===== src/rtl/fme_pkg.sv =====
// Shared types, codes and constants of the fuzzy membership evaluator.
`timescale 1ns / 1ps

package fme_pkg;

   localparam int SAMPLE_WIDTH     = 16;
   localparam int MEMBER_FRAC_BITS = 15;
   localparam int COORD_WIDTH      = 16;
   localparam int MEMBER_WIDTH     = 16;
   localparam int POINT_COUNT      = 4;
   localparam int CSR_INDEX_WIDTH  = 3;
   localparam int CSR_DATA_WIDTH   = 32;
   // One quotient bit per division cell.
   localparam int DIV_STEPS        = MEMBER_WIDTH;

   localparam logic [MEMBER_WIDTH-1:0] MEMBER_ONE =
      MEMBER_WIDTH'(1) << MEMBER_FRAC_BITS;

   typedef enum logic [2:0] {
      SHAPE_TRIANGLE  = 3'd0,
      SHAPE_RAMP      = 3'd1,
      SHAPE_TRAPEZOID = 3'd2,
      SHAPE_RECTANGLE = 3'd3,
      SHAPE_SINGLETON = 3'd4
   } shape_type;

   typedef enum logic [1:0] {
      ST_OK    = 2'd0,
      ST_ORDER = 2'd1,
      ST_RANGE = 2'd2
   } status_type;

   typedef enum logic [CSR_INDEX_WIDTH-1:0] {
      CSR_SHAPE        = 3'd0,
      CSR_POINT_FIRST  = 3'd1,
      CSR_POINT_SECOND = 3'd2,
      CSR_POINT_THIRD  = 3'd3,
      CSR_POINT_FOURTH = 3'd4,
      CSR_TOLERANCE    = 3'd5
   } csr_index_type;

   typedef struct packed {
      logic signed [COORD_WIDTH-1:0] x;
      logic [MEMBER_WIDTH-1:0]       y;
   } point_type;

   // Data that rides alongside the division without being touched by it.
   typedef struct packed {
      logic [MEMBER_WIDTH-1:0] base;
      logic                    neg;
      status_type              status;
      logic                    use_tol;
   } side_type;

   // Output of the decode stage.
   typedef struct packed {
      logic                          valid;
      logic signed [MEMBER_WIDTH:0]  dy;
      logic [COORD_WIDTH-1:0]        dv;
      logic [COORD_WIDTH-1:0]        den;
      side_type                      side;
   } front_type;

   // One lane of the division chain: partial remainder and the numerator
   // word that shifts out while quotient bits shift in.
   typedef struct packed {
      logic                    valid;
      logic [COORD_WIDTH-1:0]  part;
      logic [MEMBER_WIDTH-1:0] nq;
      logic [COORD_WIDTH-1:0]  den;
      side_type                side;
   } lane_type;

endpackage


===== src/rtl/fme_front.sv =====
// Decode stage: picks the segment or flat value for the sample and registers it.
`timescale 1ns / 1ps

module fme_front import fme_pkg::*; (
   input  logic                          clock,
   input  logic                          reset,
   input  logic                          accept,
   input  logic signed [SAMPLE_WIDTH-1:0] sample,
   input  logic [2:0]                    shape,
   input  point_type [POINT_COUNT-1:0]   points,
   output front_type                     front
);

   front_type front_ff;
   front_type front_in;

   logic signed [COORD_WIDTH-1:0] x0, x1, x2, x3;
   logic                          seg_en;
   logic [1:0]                    sel_a;
   logic [1:0]                    sel_b;
   logic signed [COORD_WIDTH:0]   dx_w;
   logic signed [COORD_WIDTH:0]   dv_w;
   logic signed [MEMBER_WIDTH:0]  dy_w;
   logic [MEMBER_WIDTH-1:0]       flat;
   status_type                    status;
   logic                          use_tol;

   assign x0 = points[0].x;
   assign x1 = points[1].x;
   assign x2 = points[2].x;
   assign x3 = points[3].x;

   always_comb begin
      seg_en  = 1'b0;
      sel_a   = 2'd0;
      sel_b   = 2'd1;
      flat    = '0;
      status  = ST_OK;
      use_tol = 1'b1;
      case (shape)
         SHAPE_TRIANGLE: begin
            if (sample <= x0) begin
               flat = points[0].y;
            end else if (sample >= x2) begin
               flat = points[2].y;
            end else if (sample <= x1) begin
               if (x1 <= x0) status = ST_ORDER;
               else seg_en = 1'b1;
            end else begin
               sel_a = 2'd1;
               sel_b = 2'd2;
               if (x2 <= x1) status = ST_ORDER;
               else seg_en = 1'b1;
            end
         end
         SHAPE_RAMP: begin
            if (sample <= x0) flat = points[0].y;
            else if (sample >= x1) flat = points[1].y;
            else seg_en = 1'b1;
         end
         SHAPE_TRAPEZOID: begin
            if (sample <= x0) begin
               flat = points[0].y;
            end else if (sample >= x3) begin
               flat = points[3].y;
            end else if (sample <= x1) begin
               if (x1 <= x0) status = ST_ORDER;
               else seg_en = 1'b1;
            end else if (sample <= x2) begin
               flat = points[1].y;
            end else begin
               sel_a = 2'd2;
               sel_b = 2'd3;
               if (x3 <= x2) status = ST_ORDER;
               else seg_en = 1'b1;
            end
         end
         SHAPE_RECTANGLE: begin
            if (sample < x0) flat = points[0].y;
            else if (sample > x3) flat = points[3].y;
            else if (sample >= x1) flat = points[1].y;
            else status = ST_RANGE;
         end
         SHAPE_SINGLETON: begin
            use_tol = 1'b0;
            if (sample == x0) flat = points[0].y;
         end
         default: begin
            status = ST_RANGE;
         end
      endcase
   end

   assign dx_w = {points[sel_b].x[COORD_WIDTH-1], points[sel_b].x}
               - {points[sel_a].x[COORD_WIDTH-1], points[sel_a].x};
   assign dv_w = {sample[SAMPLE_WIDTH-1], sample}
               - {points[sel_a].x[COORD_WIDTH-1], points[sel_a].x};
   assign dy_w = $signed({1'b0, points[sel_b].y}) - $signed({1'b0, points[sel_a].y});

   always_comb begin
      front_in.valid        = accept;
      front_in.side.neg     = 1'b0;
      front_in.side.status  = status;
      front_in.side.use_tol = use_tol;
      if (seg_en) begin
         front_in.dy        = dy_w;
         front_in.dv        = dv_w[COORD_WIDTH-1:0];
         front_in.den       = dx_w[COORD_WIDTH-1:0];
         front_in.side.base = points[sel_a].y;
      end else begin
         // Flat result: a zero numerator over one leaves the quotient at zero.
         front_in.dy        = '0;
         front_in.dv        = '0;
         front_in.den       = COORD_WIDTH'(1);
         front_in.side.base = flat;
      end
   end

   always_ff @(posedge clock) begin
      if (reset) begin
         front_ff.valid <= 1'b0;
      end else begin
         front_ff.valid <= front_in.valid;
      end
   end

   always_ff @(posedge clock) begin
      front_ff.dy   <= front_in.dy;
      front_ff.dv   <= front_in.dv;
      front_ff.den  <= front_in.den;
      front_ff.side <= front_in.side;
   end

   assign front = front_ff;

endmodule


===== src/rtl/fme_mul.sv =====
// Product stage: |dy| times the offset into the segment, loaded into a division lane.
`timescale 1ns / 1ps

module fme_mul import fme_pkg::*; (
   input  logic      clock,
   input  logic      reset,
   input  front_type front,
   output lane_type  lane
);

   lane_type lane_ff;
   lane_type lane_in;

   logic signed [MEMBER_WIDTH:0]            dy_abs;
   logic [MEMBER_WIDTH+COORD_WIDTH-1:0]     prod;

   assign dy_abs = front.dy[MEMBER_WIDTH] ? -front.dy : front.dy;
   assign prod   = dy_abs[MEMBER_WIDTH-1:0] * front.dv;

   always_comb begin
      lane_in.valid    = front.valid;
      lane_in.part     = prod[MEMBER_WIDTH+COORD_WIDTH-1:MEMBER_WIDTH];
      lane_in.nq       = prod[MEMBER_WIDTH-1:0];
      lane_in.den      = front.den;
      lane_in.side     = front.side;
      lane_in.side.neg = front.dy[MEMBER_WIDTH];
   end

   always_ff @(posedge clock) begin
      if (reset) begin
         lane_ff.valid <= 1'b0;
      end else begin
         lane_ff.valid <= lane_in.valid;
      end
   end

   always_ff @(posedge clock) begin
      lane_ff.part <= lane_in.part;
      lane_ff.nq   <= lane_in.nq;
      lane_ff.den  <= lane_in.den;
      lane_ff.side <= lane_in.side;
   end

   assign lane = lane_ff;

endmodule


===== src/rtl/fme_div_cell.sv =====
// One restoring-division cell: produces one quotient bit and hands the lane on.
`timescale 1ns / 1ps

module fme_div_cell import fme_pkg::*; (
   input  logic     clock,
   input  logic     reset,
   input  lane_type lane_i,
   output lane_type lane_o
);

   lane_type lane_ff;
   lane_type lane_in;

   logic [COORD_WIDTH:0] trial;
   logic                 fits;
   logic [COORD_WIDTH:0] diff;

   // Bring down the next numerator bit and try the subtract.
   assign trial = {lane_i.part, lane_i.nq[MEMBER_WIDTH-1]};
   assign diff  = trial - {1'b0, lane_i.den};
   assign fits  = trial >= {1'b0, lane_i.den};

   always_comb begin
      lane_in       = lane_i;
      lane_in.part  = fits ? diff[COORD_WIDTH-1:0] : trial[COORD_WIDTH-1:0];
      lane_in.nq    = {lane_i.nq[MEMBER_WIDTH-2:0], fits};
   end

   always_ff @(posedge clock) begin
      if (reset) begin
         lane_ff.valid <= 1'b0;
      end else begin
         lane_ff.valid <= lane_in.valid;
      end
   end

   always_ff @(posedge clock) begin
      lane_ff.part <= lane_in.part;
      lane_ff.nq   <= lane_in.nq;
      lane_ff.den  <= lane_in.den;
      lane_ff.side <= lane_in.side;
   end

   assign lane_o = lane_ff;

endmodule


===== src/rtl/fme_finish.sv =====
// Output stage: applies the quotient, saturates, applies the tolerance, registers the result.
`timescale 1ns / 1ps

module fme_finish import fme_pkg::*; (
   input  logic                    clock,
   input  logic                    reset,
   input  lane_type                lane,
   input  logic [MEMBER_WIDTH-1:0] tolerance,
   output logic                    valid,
   output logic [MEMBER_WIDTH-1:0] membership,
   output logic [1:0]              status
);

   logic                    valid_ff;
   logic [MEMBER_WIDTH-1:0] membership_ff;
   logic [1:0]              status_ff;
   logic [MEMBER_WIDTH-1:0] membership_in;

   logic signed [MEMBER_WIDTH+1:0] quot;
   logic signed [MEMBER_WIDTH+1:0] sum;
   logic [MEMBER_WIDTH-1:0]        sat;

   assign quot = $signed({2'b00, lane.nq});
   assign sum  = $signed({2'b00, lane.side.base}) + (lane.side.neg ? -quot : quot);

   always_comb begin
      if (sum[MEMBER_WIDTH+1]) begin
         sat = '0;
      end else if (sum > $signed({2'b00, MEMBER_ONE})) begin
         sat = MEMBER_ONE;
      end else begin
         sat = sum[MEMBER_WIDTH-1:0];
      end

      if (lane.side.status != ST_OK) begin
         membership_in = '0;
      end else if (lane.side.use_tol && (sat < tolerance)) begin
         membership_in = '0;
      end else begin
         membership_in = sat;
      end
   end

   always_ff @(posedge clock) begin
      if (reset) begin
         valid_ff <= 1'b0;
      end else begin
         valid_ff <= lane.valid;
      end
   end

   always_ff @(posedge clock) begin
      membership_ff <= membership_in;
      status_ff     <= lane.side.status;
   end

   assign valid      = valid_ff;
   assign membership = membership_ff;
   assign status     = status_ff;

endmodule


===== src/rtl/fuzzy_membership_evaluator.sv =====
// Top level of the fuzzy membership evaluator: registers, pipeline and division chain.
`timescale 1ns / 1ps

// Fuzzifier for one term (triangle, ramp, trapezoid, rectangle or singleton).
//
// Input: drive req_sample and raise start; the sample transfers at every
// rising edge where start is high and busy is low. busy is low whenever
// reset is low, so a new sample may transfer in every cycle.
//
// Result: rsp_valid strobes for exactly one cycle with rsp_membership
// (unsigned Q1.15, at most 1.0) and rsp_status (ok, point order error,
// undefined range). The receiver has no way to stall; results leave in the
// order samples arrived.
//
// The pipeline is one decode stage, one multiply stage, a chain of 16 division
// cells (one quotient bit each) and one output stage. Throughput is one sample
// per cycle.
//
// Configuration: csr_we / csr_index / csr_wdata write shape, the four points,
// and the zero tolerance; write them only while no sample is in flight.
// Reset clears the configuration registers to zero and empties the pipeline.

module fuzzy_membership_evaluator import fme_pkg::*; (
   input  logic                            clock,
   input  logic                            reset,
   input  logic                            start,
   output logic                            busy,
   input  logic signed [SAMPLE_WIDTH-1:0]  req_sample,
   output logic                            rsp_valid,
   output logic [MEMBER_WIDTH-1:0]         rsp_membership,
   output logic [1:0]                      rsp_status,
   input  logic                            csr_we,
   input  logic [CSR_INDEX_WIDTH-1:0]      csr_index,
   input  logic [CSR_DATA_WIDTH-1:0]       csr_wdata
);

   logic [2:0]                  shape_ff;
   point_type [POINT_COUNT-1:0] points_ff;
   logic [MEMBER_WIDTH-1:0]     tolerance_ff;

   logic      accept;
   front_type front;
   lane_type  lanes [0:DIV_STEPS];

   // Hold configuration; unknown indexes drop the write.
   always_ff @(posedge clock) begin
      if (reset) begin
         shape_ff     <= '0;
         points_ff    <= '0;
         tolerance_ff <= '0;
      end else if (csr_we) begin
         case (csr_index)
            CSR_SHAPE:        shape_ff     <= csr_wdata[2:0];
            CSR_POINT_FIRST:  points_ff[0] <= point_type'(csr_wdata);
            CSR_POINT_SECOND: points_ff[1] <= point_type'(csr_wdata);
            CSR_POINT_THIRD:  points_ff[2] <= point_type'(csr_wdata);
            CSR_POINT_FOURTH: points_ff[3] <= point_type'(csr_wdata);
            CSR_TOLERANCE:    tolerance_ff <= csr_wdata[MEMBER_WIDTH-1:0];
            default: ;
         endcase
      end
   end

   // The pipeline never backs up, so only reset refuses a transfer.
   assign busy   = reset;
   assign accept = start && !busy;

   fme_front u_front (
      .clock  (clock),
      .reset  (reset),
      .accept (accept),
      .sample (req_sample),
      .shape  (shape_ff),
      .points (points_ff),
      .front  (front)
   );

   fme_mul u_mul (
      .clock (clock),
      .reset (reset),
      .front (front),
      .lane  (lanes[0])
   );

   // Advance each lane one cell per cycle; one quotient bit per cell.
   for (genvar i = 0; i < DIV_STEPS; i++) begin : g_cell
      fme_div_cell u_cell (
         .clock  (clock),
         .reset  (reset),
         .lane_i (lanes[i]),
         .lane_o (lanes[i+1])
      );
   end

   fme_finish u_finish (
      .clock      (clock),
      .reset      (reset),
      .lane       (lanes[DIV_STEPS]),
      .tolerance  (tolerance_ff),
      .valid      (rsp_valid),
      .membership (rsp_membership),
      .status     (rsp_status)
   );

endmodule


===== config.mk =====
export PLATFORM = sky130hd
export DESIGN_NAME = fuzzy_membership_evaluator
export DESIGN_NICKNAME = d
export VERILOG_FILES = /design/src/rtl/fme_pkg.sv /design/src/rtl/fme_front.sv /design/src/rtl/fme_mul.sv /design/src/rtl/fme_div_cell.sv /design/src/rtl/fme_finish.sv /design/src/rtl/fuzzy_membership_evaluator.sv
export SDC_FILE = /design/constraint.sdc
export NUM_CORES = 2
export LEC_CHECK = 0
export BUFFER_PORTS_ARGS = -buffer_cell sky130_fd_sc_hd__buf_2
export CAP_MARGIN = 0
export CORE_MARGIN = 3
export CORE_UTILIZATION = 30
export CTS_BUF_LIST = sky130_fd_sc_hd__clkbuf_8
export DETAILED_ROUTE_END_ITERATION = 10
export HOLD_SLACK_MARGIN = 0.15
export PLACE_DENSITY = 0.52
export SLEW_MARGIN = 20
export SYNTH_ARGS = -nofsm -noshare
export SYNTH_HDL_FRONTEND = slang
export SYNTH_SLANG_ARGS = --single-unit

===== constraint.sdc =====
create_clock -name clock -period 9.6 [get_ports clock]
set_clock_uncertainty 0.15 [all_clocks]
set_input_delay 0.48 -clock clock [delete_from_list [all_inputs] [get_ports clock]]
set_output_delay 0.48 -clock clock [all_outputs]
set_load 0.05 [all_outputs]

==> results.tsv <==
metric	value	unit
post-synthesis async set-or-reset flop share	0	
Worst Path Buf+Inv	4	
Residual DRC	0	
CP endpoint kind	register	
CP arrival	9.25	ns
Setup CP Type	register to register	
Hold Path Origin	g_cell[5].u_cell.lane_o[48]	
Congestion Overflow GR	0	
Pre-Repair DR Iteration Count	5	
Core Region	0.2034	mm2
status	completed	
Slew Viols, Final	0	
post-route ant nets	0	
routability cong.	0.8583	
Core Rows	165	
#FFs+latches synth	1376	
yosys warns	0	
clock sink count	1376	
Post CTS Setup Buffer Count	0	
final setup violation count	0	
final period utilization	0.8926	
die area	0.2114	mm2
Worst EP required	10.28	ns
Post-Syn Area per Cell	9.916	um2
vias in the first global route	44010	
Worst R2R End	u_mul.lane[66]	
hold path cells	0	
total number of vias	43070	
syn nets	7048	
largest net degree at the start of global routing	97	
CTS tree	built	
CTS max path bufs	3	
most used cell along the critical path	fa_1	
clk slew on worst S/H paths	0.06	ns
initial antenna violation count	9	
maximum capacitance violations	0	
H-tree depth	4	
DR iter-0 viols	2450	
Die Width	459.8	um
worst-path maximum fanout	16	
R2R depth	25	
CP delay by family, top	adder cells	
fmax	116.7	MHz
Least-Margin Pin Slew	1.211	ns
Tot Pwr	19560	uW
RR Startpoint	u_front.front[54]	
Most used DFF post-synth	dfxtp_1	
Clk Tree Root Cell	clkbuf_8	
R2R setup slack	1.03	ns
Routed wire per std cell	15.79	um
synthesized instance count	6229	
initial core utilization	0.3037	
cell area after synthesis	0.06177	mm2
Hold-fix buffers, CTS	100	
most common cell after layout, fill and taps aside	dfxtp_1	
Final Critical Period	8.569	ns
total track usage	0.1400	
DR vias/cell	4.610	
Pwr Density	275.0	mW/mm2
P_leak	0.02947	uW
RSZ-0062 raised after global routing	no	
most frequent cells in the layout	dfxtp_1, inv_1, nand2_1, ha_1, a21oi_1	
Hold/Removal Path Class	register to register	
CP max-delay cell	a2111oi_1	
WHS Endpoint	g_cell[6].u_cell.lane_o[49]	
HPWL after DPL	108300	um
Max stage delay on crit path	0.75	ns
synth unique cells	75	
sequential share of the synthesized area	0.4460	
TNS Setup	0	ns
Critical Path Source Type	register	
routed wire length	147500	um
P&R area growth vs syn	15.13	%
die height	459.8	um
first-pass GRT wire length	237300	um
Final nets	7315	
total I/O pin count	75	
total CTS buffers	214	
Resize count post-CTS	0	
relative slew slack	0.1923	
IR drop worst, VDD	0.0001257	V
clock latency on the worst-skew pair	0.96	ns
Port Buffers	74	
Post-synth EDFFs	0	
share of layout cells above drive strength 1	0.1030	
final hold vios	0	
## how the worst max path moves through the flow
| stage | startpoint | end | slack (ns) | depth (start not counted) |
|---|---|---|---|---|
| floorplan | u_front.front[52] | u_mul.lane[66] | 1.92 | 28 |
| global placement | u_front.front[54] | u_mul.lane[66] | 1.00 | 26 |
| detailed placement | u_front.front[54] | u_mul.lane[66] | 0.95 | 25 |
| CTS | u_front.front[54] | u_mul.lane[66] | 0.95 | 25 |
| global route | u_front.front[53] | u_mul.lane[66] | 0.52 | 27 |
| finish | u_front.front[54] | u_mul.lane[66] | 1.03 | 25 |
## cells in the mapped netlist, types with 13 or more instances
cell | instances | share of area
a21boi_0 | 23 | 0.0028
a31oi_1 | 17 | 0.0017
dfxtp_1 | 1376 | 0.45
or4_1 | 14 | 0.0017
fa_1 | 213 | 0.069
o21ai_0 | 211 | 0.017
mux2_2 | 183 | 0.033
inv_1 | 676 | 0.041
mux2i_1 | 103 | 0.017
buf_2 | 16 | 0.0013
nand4_1 | 81 | 0.0082
nand2b_1 | 58 | 0.0059
and3_1 | 15 | 0.0015
nor4_1 | 30 | 0.0030
and4_1 | 14 | 0.0020
xnor2_1 | 192 | 0.027
clkbuf_1 | 134 | 0.0081
a22o_1 | 17 | 0.0024
or3_1 | 48 | 0.0049
o31ai_1 | 14 | 0.0017
o21a_1 | 56 | 0.0068
ha_1 | 551 | 0.11
o21bai_1 | 16 | 0.0019
nand3b_1 | 16 | 0.0019
nand3_1 | 72 | 0.0058
and2_1 | 130 | 0.013
xor2_1 | 78 | 0.011
a21o_1 | 89 | 0.011
a211oi_1 | 22 | 0.0027
a22oi_1 | 33 | 0.0040
o21ai_1 | 13 | 0.0011
o211ai_1 | 35 | 0.0043
nor2b_1 | 80 | 0.0081
nor2_1 | 280 | 0.017
nand2_1 | 638 | 0.039
a21oi_1 | 411 | 0.033
nor3_1 | 105 | 0.0085
## power by group
part	internal (uW)	switching (uW)	total [uW]	leakage, uW
Sequential	6700	501	7210	0.0112
Combinational	3330	3670	7000	0.0156
Clock	3010	2340	5350	0.00266
## registers in the layout (all words and copies together), names as in the netlist
| signal | count |
|---|---|
| u_mul.lane | 69 |
| u_finish.status | 2 |
| u_finish.membership | 16 |
| shape_ff | 3 |
| u_front.front | 69 |
| g_cell.u_cell.lane_o | 1072 |
| points_ff | 128 |
| tolerance_ff | 16 |
| u_finish.valid | 1 |
## routing by layer
layer / GRT usage / wire (um) / up-vias
li1: - / - / 21560
met1: 0.1789 / 66790 / 20310
met2: 0.2338 / 68980 / 915
met3: 0.02491 / 6813 / 284
met4: 0.05502 / 4956 / 0
met5: 0 / 0 / -
## layout make-up
type                            count  area (um2)
Sequential cell                  1376       27550
Clock inverter                    114        1117
Antenna cell                        7       17.52
Clock buffer                      269        3702
Tap cell                         2672        3343
Timing Repair Buffer              208        1649
Multi-Input combinational cell   4020       31200
Fill cell                       20480      132200
Inverter                          676        2537
## cells by family (layout without fill, tap and decap cells)
family	Yosys count	in the layout	synth area share
buf+inv	833	1267	0.05113
mux	286	286	0.05005
fa+ha+maj	764	764	0.1807
other cells	0	7	0
flops	1376	1376	0.4460
xor+xnor	270	270	0.03829
compound gates	1067	1067	0.1067
simple gates	1633	1633	0.1272
## metrics by stage
step | hold WS (ns) | cells | cell area [um2] | util | worst slack (ns)
finish | 0.1585 | 9342 | 71110 | 0.3497 | 1.031
global route | 0.1551 | 9339 | 71110 | 0.3497 | 0.5221
CTS | 0.1502 | 9334 | 71070 | 0.3495 | 0.9546
detailed placement | 0.1621 | 8851 | 65250 | 0.3209 | 0.9544
global placement | 0.1596 | 8851 | 65250 | 0.3209 | 1.001
floorplan | 0.1596 | 6229 | 61770 | - | 1.916
Power figures use the tool's default switching activity.
